### src/rtl/buddy_block_allocator_assert.svh
// Assertion macros used by the buddy block allocator engine.
`ifndef BUDDY_BLOCK_ALLOCATOR_ASSERT_SVH
`define BUDDY_BLOCK_ALLOCATOR_ASSERT_SVH

// Same-cycle implication, disabled while reset is asserted.
`define BBA_ASSERT_IMP(lbl, clk, rst_n, ante, cons) \
    lbl: assert property (@(posedge clk) disable iff (!rst_n) (ante) |-> (cons)) \
        else $error("bba assertion failed");

// Next-cycle implication, disabled while reset is asserted.
`define BBA_ASSERT_NXT(lbl, clk, rst_n, ante, cons) \
    lbl: assert property (@(posedge clk) disable iff (!rst_n) (ante) |=> (cons)) \
        else $error("bba assertion failed");

`endif

### src/rtl/bba_pkg.sv
// Types and constants of the buddy block allocator.
package bba_pkg;

    localparam int SIZE_W     = 24;
    localparam int INDEX_W    = 8;
    localparam int OFFSET_W   = 23;
    localparam int LEVEL_W    = 3;
    localparam int MBS_W      = 16;
    localparam int NL_W       = 4;
    localparam int CFG_IDX_W  = 1;
    localparam int CFG_DATA_W = 16;

    localparam logic CMD_ALLOC = 1'b0;
    localparam logic CMD_FREE  = 1'b1;

    localparam logic [CFG_IDX_W-1:0] CFG_MIN_BLOCK  = 1'b0;
    localparam logic [CFG_IDX_W-1:0] CFG_NUM_LEVELS = 1'b1;

    localparam logic [MBS_W-1:0] MBS_RESET = 16'd16;
    localparam logic [NL_W-1:0]  NL_RESET  = 4'd8;

    typedef enum logic [1:0] {
        ST_OK        = 2'd0,
        ST_TOO_LARGE = 2'd1,
        ST_NO_FREE   = 2'd2,
        ST_BAD_INDEX = 2'd3
    } t_status;

    typedef struct packed {
        t_status               status;
        logic [INDEX_W-1:0]    node_index;
        logic [OFFSET_W-1:0]   user_offset;
        logic [LEVEL_W-1:0]    block_level;
    } t_result;

    typedef struct packed {
        logic start;
        logic take;
    } t_eng_ctl;

    typedef struct packed {
        logic idle;
        logic done;
    } t_eng_stat;

endpackage

### src/rtl/bba_engine.sv
// Buddy allocator sequencer around the free-bit map memory.
module bba_engine
    import bba_pkg::*;
#(
    parameter int MAX_LEVELS   = 8,
    parameter int HEADER_BYTES = 4
) (
    input  logic                i_clk,
    input  logic                i_rst_n,
    input  t_eng_ctl            i_ctl,
    input  logic                i_command,
    input  logic [SIZE_W-1:0]   i_request_size,
    input  logic [INDEX_W-1:0]  i_free_index,
    input  logic [MBS_W-1:0]    i_min_block_size,
    input  logic [NL_W-1:0]     i_num_levels,
    output t_eng_stat           o_stat,
    output t_result             o_result
);

`include "buddy_block_allocator_assert.svh"

    localparam int IW    = MAX_LEVELS;
    localparam int NODES = (1 << MAX_LEVELS) - 1;
    localparam int LVW   = $clog2(MAX_LEVELS + 1);
    localparam int CURW  = MBS_W + MAX_LEVELS;
    localparam int TOTW  = SIZE_W + 1;
    localparam int CMPW  = (CURW > TOTW) ? CURW : TOTW;
    localparam int FIW   = ((MAX_LEVELS > INDEX_W) ? MAX_LEVELS : INDEX_W) + 1;
    localparam int NLCW  = (NL_W > LVW) ? NL_W : LVW;
    localparam int PW    = IW + OFFSET_W;

    typedef enum logic [13:0] {
        S_CLEAR    = 14'b00000000000001,
        S_IDLE     = 14'b00000000000010,
        S_SIZE     = 14'b00000000000100,
        S_SCAN     = 14'b00000000001000,
        S_SPLIT_A  = 14'b00000000010000,
        S_SPLIT_B  = 14'b00000000100000,
        S_OFFSET   = 14'b00000001000000,
        S_ADD      = 14'b00000010000000,
        S_FREE_W   = 14'b00000100000000,
        S_FREE_RD  = 14'b00001000000000,
        S_FREE_CHK = 14'b00010000000000,
        S_MERGE_A  = 14'b00100000000000,
        S_MERGE_B  = 14'b01000000000000,
        S_DONE     = 14'b10000000000000
    } t_state;

    function automatic logic [IW-1:0] first_at(input logic [LVW-1:0] l);
        logic [IW:0] t;
        t = ((IW+1)'(1) << l) - (IW+1)'(1);
        return t[IW-1:0];
    endfunction

    function automatic logic [IW-1:0] last_at(input logic [LVW-1:0] l);
        logic [IW:0] t;
        t = ((IW+1)'(1) << (l + LVW'(1))) - (IW+1)'(2);
        return t[IW-1:0];
    endfunction

    // free-bit map, one port, read-first
    logic r_map [0:NODES-1];
    logic r_rdata;
    logic [IW-1:0] mem_addr;
    logic mem_we;
    logic mem_wdata;

    always_ff @(posedge i_clk) begin
        if (mem_we) begin
            r_map[mem_addr] <= mem_wdata;
        end
        r_rdata <= r_map[mem_addr];
    end

    t_state r_state, n_state;
    logic [TOTW-1:0] r_total, n_total;
    logic [CURW-1:0] r_cur, n_cur;
    logic [LVW-1:0] r_lvl, n_lvl;
    logic [LVW-1:0] r_k, n_k;
    logic [IW-1:0] r_idx, n_idx;
    logic [IW-1:0] r_scan_addr, n_scan_addr;
    logic r_scan_on, n_scan_on;
    logic r_chk_valid, n_chk_valid;
    logic [IW-1:0] r_chk_addr, n_chk_addr;
    logic [LVW-1:0] r_chk_lvl, n_chk_lvl;
    logic [IW-1:0] r_clr, n_clr;
    logic [OFFSET_W-1:0] r_prod, n_prod;
    t_result r_res, n_res;

    logic [LVW-1:0] eff_lv;
    logic [MBS_W-1:0] unit;
    logic [FIW-1:0] fi_ext;
    logic [FIW-1:0] first_n;
    logic [IW-1:0] buddy;
    logic [IW-1:0] parent;
    logic [IW-1:0] left;
    logic [IW-1:0] pos;
    logic [PW-1:0] prod_full;

    always_comb begin
        if (i_num_levels == '0) begin
            eff_lv = LVW'(1);
        end else if (NLCW'(i_num_levels) > NLCW'(MAX_LEVELS)) begin
            eff_lv = LVW'(MAX_LEVELS);
        end else begin
            eff_lv = LVW'(i_num_levels);
        end
    end

    assign unit      = (i_min_block_size == '0) ? MBS_W'(1) : i_min_block_size;
    assign fi_ext    = FIW'(i_free_index);
    assign first_n   = (FIW'(1) << eff_lv) - FIW'(1);
    assign buddy     = r_idx[0] ? (r_idx + IW'(1)) : (r_idx - IW'(1));
    assign parent    = (r_idx - IW'(1)) >> 1;
    assign left      = IW'({r_idx, 1'b1});
    assign pos       = r_idx - first_at(r_lvl);
    assign prod_full = PW'(pos) * PW'(r_cur[((CURW < OFFSET_W) ? CURW : OFFSET_W)-1:0]);

    always_comb begin
        n_state     = r_state;
        n_total     = r_total;
        n_cur       = r_cur;
        n_lvl       = r_lvl;
        n_k         = r_k;
        n_idx       = r_idx;
        n_scan_addr = r_scan_addr;
        n_scan_on   = r_scan_on;
        n_chk_valid = r_chk_valid;
        n_chk_addr  = r_chk_addr;
        n_chk_lvl   = r_chk_lvl;
        n_clr       = r_clr;
        n_prod      = r_prod;
        n_res       = r_res;
        mem_addr    = r_idx;
        mem_we      = 1'b0;
        mem_wdata   = 1'b0;

        case (r_state)
            S_CLEAR: begin
                mem_addr  = r_clr;
                mem_we    = 1'b1;
                mem_wdata = (r_clr == '0);
                if (r_clr == IW'(NODES - 1)) begin
                    n_state = S_IDLE;
                end else begin
                    n_clr = r_clr + IW'(1);
                end
            end
            S_IDLE: begin
                if (i_ctl.start) begin
                    n_res = '0;
                    if (i_command == CMD_ALLOC) begin
                        n_total = TOTW'(i_request_size) + TOTW'(HEADER_BYTES);
                        n_cur   = CURW'(unit);
                        n_lvl   = eff_lv - LVW'(1);
                        n_state = S_SIZE;
                    end else if (fi_ext >= first_n) begin
                        n_res.status = ST_BAD_INDEX;
                        n_state      = S_DONE;
                    end else begin
                        n_idx   = fi_ext[IW-1:0];
                        n_state = S_FREE_W;
                    end
                end
            end
            S_SIZE: begin
                if (CMPW'(r_cur) >= CMPW'(r_total)) begin
                    n_k         = r_lvl;
                    n_scan_addr = first_at(r_lvl);
                    n_scan_on   = 1'b1;
                    n_chk_valid = 1'b0;
                    n_state     = S_SCAN;
                end else if (r_lvl == '0) begin
                    n_res.status = ST_TOO_LARGE;
                    n_state      = S_DONE;
                end else begin
                    n_lvl = r_lvl - LVW'(1);
                    n_cur = r_cur << 1;
                end
            end
            S_SCAN: begin
                // one read issued per cycle, checked in the cycle after
                n_chk_valid = r_scan_on;
                n_chk_addr  = r_scan_addr;
                n_chk_lvl   = r_k;
                if (r_scan_on) begin
                    mem_addr = r_scan_addr;
                    if (r_scan_addr == last_at(r_k)) begin
                        if (r_k == '0) begin
                            n_scan_on = 1'b0;
                        end else begin
                            n_k         = r_k - LVW'(1);
                            n_scan_addr = first_at(r_k - LVW'(1));
                        end
                    end else begin
                        n_scan_addr = r_scan_addr + IW'(1);
                    end
                end
                if (r_chk_valid && r_rdata) begin
                    n_idx       = r_chk_addr;
                    n_k         = r_chk_lvl;
                    n_scan_on   = 1'b0;
                    n_chk_valid = 1'b0;
                    n_state     = S_SPLIT_A;
                end else if (r_chk_valid && !r_scan_on) begin
                    n_chk_valid  = 1'b0;
                    n_res.status = ST_NO_FREE;
                    n_state      = S_DONE;
                end
            end
            S_SPLIT_A: begin
                mem_addr  = r_idx;
                mem_we    = 1'b1;
                mem_wdata = 1'b0;
                n_state   = (r_k == r_lvl) ? S_OFFSET : S_SPLIT_B;
            end
            S_SPLIT_B: begin
                mem_addr  = left + IW'(1);
                mem_we    = 1'b1;
                mem_wdata = 1'b1;
                n_idx     = left;
                n_k       = r_k + LVW'(1);
                n_state   = S_SPLIT_A;
            end
            S_OFFSET: begin
                n_prod  = prod_full[OFFSET_W-1:0];
                n_state = S_ADD;
            end
            S_ADD: begin
                n_res.status      = ST_OK;
                n_res.node_index  = INDEX_W'(r_idx);
                n_res.user_offset = r_prod + OFFSET_W'(HEADER_BYTES);
                n_res.block_level = LEVEL_W'(r_lvl);
                n_state           = S_DONE;
            end
            S_FREE_W: begin
                mem_addr  = r_idx;
                mem_we    = 1'b1;
                mem_wdata = 1'b1;
                n_state   = S_FREE_RD;
            end
            S_FREE_RD: begin
                if (r_idx == '0) begin
                    n_state = S_DONE;
                end else begin
                    mem_addr = buddy;
                    n_state  = S_FREE_CHK;
                end
            end
            S_FREE_CHK: begin
                if (!r_rdata) begin
                    n_state = S_DONE;
                end else begin
                    mem_addr  = parent;
                    mem_we    = 1'b1;
                    mem_wdata = 1'b1;
                    n_state   = S_MERGE_A;
                end
            end
            S_MERGE_A: begin
                mem_addr  = r_idx;
                mem_we    = 1'b1;
                mem_wdata = 1'b0;
                n_state   = S_MERGE_B;
            end
            S_MERGE_B: begin
                mem_addr  = buddy;
                mem_we    = 1'b1;
                mem_wdata = 1'b0;
                n_idx     = parent;
                n_state   = S_FREE_RD;
            end
            S_DONE: begin
                if (i_ctl.take) begin
                    n_state = S_IDLE;
                end
            end
            default: begin
                n_state = S_IDLE;
            end
        endcase
    end

    always_ff @(posedge i_clk) begin
        if (!i_rst_n) begin
            r_state     <= S_CLEAR;
            r_clr       <= '0;
            r_scan_on   <= 1'b0;
            r_chk_valid <= 1'b0;
        end else begin
            r_state     <= n_state;
            r_clr       <= n_clr;
            r_scan_on   <= n_scan_on;
            r_chk_valid <= n_chk_valid;
        end
    end

    always_ff @(posedge i_clk) begin
        r_total     <= n_total;
        r_cur       <= n_cur;
        r_lvl       <= n_lvl;
        r_k         <= n_k;
        r_idx       <= n_idx;
        r_scan_addr <= n_scan_addr;
        r_chk_addr  <= n_chk_addr;
        r_chk_lvl   <= n_chk_lvl;
        r_prod      <= n_prod;
        r_res       <= n_res;
    end

    assign o_stat.idle = (r_state == S_IDLE);
    assign o_stat.done = (r_state == S_DONE);
    assign o_result    = r_res;

    `BBA_ASSERT_IMP(a_split_depth, i_clk, i_rst_n, r_state == S_SPLIT_A || r_state == S_SPLIT_B, r_k <= r_lvl)
    `BBA_ASSERT_IMP(a_scan_drain, i_clk, i_rst_n, r_state == S_SCAN && !r_scan_on, r_chk_valid)
    `BBA_ASSERT_IMP(a_error_zero, i_clk, i_rst_n, r_state == S_DONE && r_res.status != ST_OK, r_res.node_index == '0 && r_res.user_offset == '0 && r_res.block_level == '0)
    `BBA_ASSERT_NXT(a_done_release, i_clk, i_rst_n, r_state == S_DONE && i_ctl.take, r_state == S_IDLE)

endmodule

### src/rtl/buddy_block_allocator.sv
// Top level of the buddy block allocator: config registers and result register.
//
//  channel | handshake                     | payload
//  --------+-------------------------------+-------------------------------------------
//  in      | i_in_valid / o_in_stall       | i_command, i_request_size, i_free_index
//  out     | o_out_valid / i_out_stall     | o_status, o_node_index, o_user_offset,
//          |                               | o_block_level
//  cfg     | i_cfg_valid / o_cfg_ready     | i_cfg_index, i_cfg_data
//
// One transaction at a time, set by the single map memory port. An allocate sizes the
// request level by level, scans the map bits, splits down level by level and reckons
// the offset; with no free block it ends after the scan. A free marks the node, then
// merges with the free buddy level by level. Too large ends after sizing; bad index at once.
// After reset the map is cleared node by node; o_in_stall holds high.
// A stalled result sits in the output register while the next transaction starts.
module buddy_block_allocator
    import bba_pkg::*;
#(
    parameter int MAX_LEVELS   = 8,
    parameter int HEADER_BYTES = 4
) (
    input  logic                   i_clk,
    input  logic                   i_rst_n,
    input  logic                   i_in_valid,
    output logic                   o_in_stall,
    input  logic                   i_command,
    input  logic [SIZE_W-1:0]      i_request_size,
    input  logic [INDEX_W-1:0]     i_free_index,
    output logic                   o_out_valid,
    input  logic                   i_out_stall,
    output logic [1:0]             o_status,
    output logic [INDEX_W-1:0]     o_node_index,
    output logic [OFFSET_W-1:0]    o_user_offset,
    output logic [LEVEL_W-1:0]     o_block_level,
    input  logic                   i_cfg_valid,
    output logic                   o_cfg_ready,
    input  logic [CFG_IDX_W-1:0]   i_cfg_index,
    input  logic [CFG_DATA_W-1:0]  i_cfg_data
);

    logic [MBS_W-1:0] r_min_block_size;
    logic [NL_W-1:0]  r_num_levels;
    logic             r_out_valid;
    t_result          r_out;
    t_eng_ctl         eng_ctl;
    t_eng_stat        eng_stat;
    t_result          eng_result;
    logic             out_room;

    assign o_cfg_ready = 1'b1;

    always_ff @(posedge i_clk) begin
        if (!i_rst_n) begin
            r_min_block_size <= MBS_RESET;
            r_num_levels     <= NL_RESET;
        end else if (i_cfg_valid) begin
            case (i_cfg_index)
                CFG_MIN_BLOCK:  r_min_block_size <= i_cfg_data[MBS_W-1:0];
                CFG_NUM_LEVELS: r_num_levels     <= i_cfg_data[NL_W-1:0];
                default: begin
                end
            endcase
        end
    end

    assign out_room      = !r_out_valid || !i_out_stall;
    assign eng_ctl.start = i_in_valid && eng_stat.idle;
    assign eng_ctl.take  = out_room;
    assign o_in_stall    = !eng_stat.idle;

    bba_engine #(
        .MAX_LEVELS   (MAX_LEVELS),
        .HEADER_BYTES (HEADER_BYTES)
    ) u_engine (
        .i_clk            (i_clk),
        .i_rst_n          (i_rst_n),
        .i_ctl            (eng_ctl),
        .i_command        (i_command),
        .i_request_size   (i_request_size),
        .i_free_index     (i_free_index),
        .i_min_block_size (r_min_block_size),
        .i_num_levels     (r_num_levels),
        .o_stat           (eng_stat),
        .o_result         (eng_result)
    );

    always_ff @(posedge i_clk) begin
        if (!i_rst_n) begin
            r_out_valid <= 1'b0;
        end else if (eng_stat.done && out_room) begin
            r_out_valid <= 1'b1;
        end else if (!i_out_stall) begin
            r_out_valid <= 1'b0;
        end
    end

    always_ff @(posedge i_clk) begin
        if (eng_stat.done && out_room) begin
            r_out <= eng_result;
        end
    end

    assign o_out_valid   = r_out_valid;
    assign o_status      = r_out.status;
    assign o_node_index  = r_out.node_index;
    assign o_user_offset = r_out.user_offset;
    assign o_block_level = r_out.block_level;

endmodule
### config.mk
export PLATFORM = sky130hd
export DESIGN_NAME = buddy_block_allocator
export DESIGN_NICKNAME = d
export VERILOG_FILES = /design/src/rtl/bba_pkg.sv /design/src/rtl/bba_engine.sv /design/src/rtl/buddy_block_allocator.sv
export VERILOG_INCLUDE_DIRS = /design/src /design/src/rtl
export SDC_FILE = /design/constraint.sdc
export NUM_CORES = 1
export LEC_CHECK = 0
export ABC_AREA = 1
export BUFFER_PORTS_ARGS = -buffer_cell sky130_fd_sc_hd__clkbuf_2
export CELL_PAD_IN_SITES_DETAIL_PLACEMENT = 2
export CELL_PAD_IN_SITES_GLOBAL_PLACEMENT = 2
export CORE_AREA = 2 2 342 344
export DETAILED_ROUTE_END_ITERATION = 8
export DIE_AREA = 0 0 344 346
export GPL_TIMING_DRIVEN = 0
export PLACE_DENSITY_LB_ADDON = 0.1
export SKIP_LAST_GASP = 1
export SYNTH_ARGS = -nofsm -noshare
export SYNTH_HDL_FRONTEND = slang
export SYNTH_SLANG_ARGS = --single-unit
### constraint.sdc
create_clock -name i_clk -period 22.2 [get_ports i_clk]
set_input_delay 2.22 -clock i_clk [delete_from_list [all_inputs] [get_ports i_clk]]
set_output_delay 2.22 -clock i_clk [all_outputs]
set_load 0.02 [all_outputs]
==> flow_summary.ini <==
[run_status]
outcome = finished clean

[floorplanning]
fp-row-count = 125
dieArea_um2 = 119000
initial_core_util_pct = 24.8
coreArea_um2 = 115000
num_io_pins = 94
die-height_um = 346
die_w_um = 344

[critical_path]
critPathMaxFanout = 10
crit_start = u_engine.r_lvl[3]$_DFFE_PP_
r2r-start = u_engine.r_lvl[3]$_DFFE_PP_
crit_type = register to register
startpoint_type = register
cp.arrival_ps = 9910
end_kind = register
cpMaxStageDelayCell = xnor2_1
cp_common_cell = nand2_1
max_stage_delay_ps = 890
critPathRequiredTime_ps = 22550

[synth]
synth_area_leaders = edfxtp_1, nand2_1, nor2_1, fa_1, inv_1
yosysTopAreaCellShare_pct = 45.6
avgSynthCellArea_um2 = 8.75
synth_ff_type = edfxtp_1
ys_types = 60
synth_largest_area_cell = edfxtp_1
async_flop_share_pct = 0
synth_edf_count = 435
synth_cells = 3271
synth_common_cells = nand2_1, nor2_1, edfxtp_1, inv_1, nand3_1
yosys_warnings = 0
yosysSeqAreaShare_pct = 48.8
ys_seq_elements = 481
syn-cell-area_um2 = 28600
yosysMostFrequentCell = nand2_1

[final_layout]
final_layout_size_suffix_gt1_share_pct = 8.73
nets = 3698
final_util_pct = 29.0
regArea_um2 = 14000
multiInputGateArea_um2 = 12600
area_growth_pct = 17.0
num-fill-cells = 13132
fin_area_um2 = 33500

[placed_design]
dpl-instance-area_um2 = 31300
place_congestion = 0.863
dp_hpwl_um = 84600
port_buffers = 92

[clock_tree]
cts_buffer_depth = 3
insertion_delay_ps = 630
cts.sinks = 481
cts_htree_levels = 3
clk_pin_slew_ps = 50
cts_tree = done
post_cts_resize_count = 0
numCtsBuffers = 66
hold_buffers = 0
cts-root-buf = clkbuf_16
cts_setup_buffers = 0

[sta]
worst_slew_pin_slew_ps = 1350
hold_violations = 0
min_period_ps = 9570
setup_viol = 0
setup_tns_ps = 0
timing.final.crit_share_pct = 43.1
max_freq_mhz = 105
relSlewSlack_pct = 10.2
rsz0062_at_grt = false
slew_viol_final = 0
skew_ps = 26.8

[grt]
grt_pass1_wl_um = 168000
grt_antenna_before_repair = 3
grt_pass1_vias = 25853
grt_max_degree = 35
grt_usage_pct = 19.0
grt.overflow.total = 0

[route]
wirelength_um = 113000
dr_total_vias = 23401
final_antenna_net_count = 0
drt-pass1-iter-count = 5
drc = 0
drtIter0Drc = 1065
wl_per_cell_um = 22.4
drt-vias-per-instance = 4.65

[run]
cap_violations = 0

[min_path]
hold_class = register to register
hp-start = u_engine.o_result[11]$_SDFFCE_PN0P_
-- path summary, 6_finish.rpt --
kind / slack [ps] / cells after the start / endpoint
setup / recovery: 12630 / 37 / u_engine.r_prod[22]$_DFFE_PP_
hold / removal: 410 / 0 / o_user_offset[8]$_DFFE_PP_
setup reg to reg: 12630 / 37 / u_engine.r_prod[22]$_DFFE_PP_
hold reg to reg: 410 / 0 / o_user_offset[8]$_DFFE_PP_
-- through the flow --
step           cells  hold slack [ps]  worst slack, ps
2_1_floorplan   3273              400            14830
3_3_place_gp    4889              406            10180
3_5_place_dp    4908              406            12530
4_1_cts         5028              408            12490
5_1_grt         5028              421            11850
6_report        5030              412            12630
-- critical path, delay by kind of cell (launching register included) --
family,cells,cell delay [ps]
simple gates,14,1510
compound gates,9,1930
fa+ha+maj,7,3150
buf+inv,5,960
xor+xnor,2,1260
flops,1,490
-- flip-flops by register name (all words and copies together), names as in the netlist, 8 cells and up --
| signal | flops |
|---|---|
| u_engine.r_state | 14 |
| o_node_index | 8 |
| r_min_block_size | 16 |
| u_engine.r_chk_addr | 8 |
| u_engine.r_idx | 8 |
| u_engine.r_cur | 24 |
| u_engine.r_scan_addr | 8 |
| u_engine.r_prod | 23 |
| u_engine.o_result | 36 |
| u_engine.r_clr | 8 |
| u_engine.r_total | 25 |
| u_engine.r_map | 255 |
| o_user_offset | 23 |
-- placed cells by master, fill, tap and decap left out, drive strengths merged, types with 83 or more instances in the layout --
cell    Yosys  final
nand2     921    921
nor2      576    576
edfxtp    435    435
inv       370    375
clkbuf     74    256
nand3     161    161
fa        103    103
o21ai     101    101
ha         88     88
a21oi      83     83
-- per-layer routing --
layer,vias up,part of all wire (%),global-route usage [%]
met4,2,1.7,4.01
met5,-,0.012,0
met2,298,46,30.7
li1,10930,-,-
met3,120,2.8,2.28
met1,12051,50,27.1
-- cell type report --
cell class / count / area share [%]
sequential: 481 / 41.8
multi-input combinational: 2290 / 37.8
antenna: 2 / 0.0149
tap: 1524 / 5.69
clock inverter: 30 / 0.833
timing repair buffer: 111 / 2.25
buffer: 125 / 1.87
inverter: 377 / 4.23
clock buffer: 90 / 5.60
-- kinds of logic (layout without fill, tap and decap cells) --
logic type / after synthesis / count (layout) / share of synthesized area [%]
buffers and inverters: 502 / 733 / 7.13
xor gates and xnor gates: 93 / 93 / 2.84
other: 1 / 5 / 0.0131
adders and majority gates: 191 / 191 / 11.0
AOI/OAI and AO/OA: 247 / 247 / 4.89
DFF: 481 / 481 / 48.8
muxes: 1 / 1 / 0.0350
and+or+nand+nor: 1755 / 1755 / 25.2
Power is left out: the tool's default activity adds up to more than one toggle a clock period on the data nets, which glitch-free logic cannot reach.
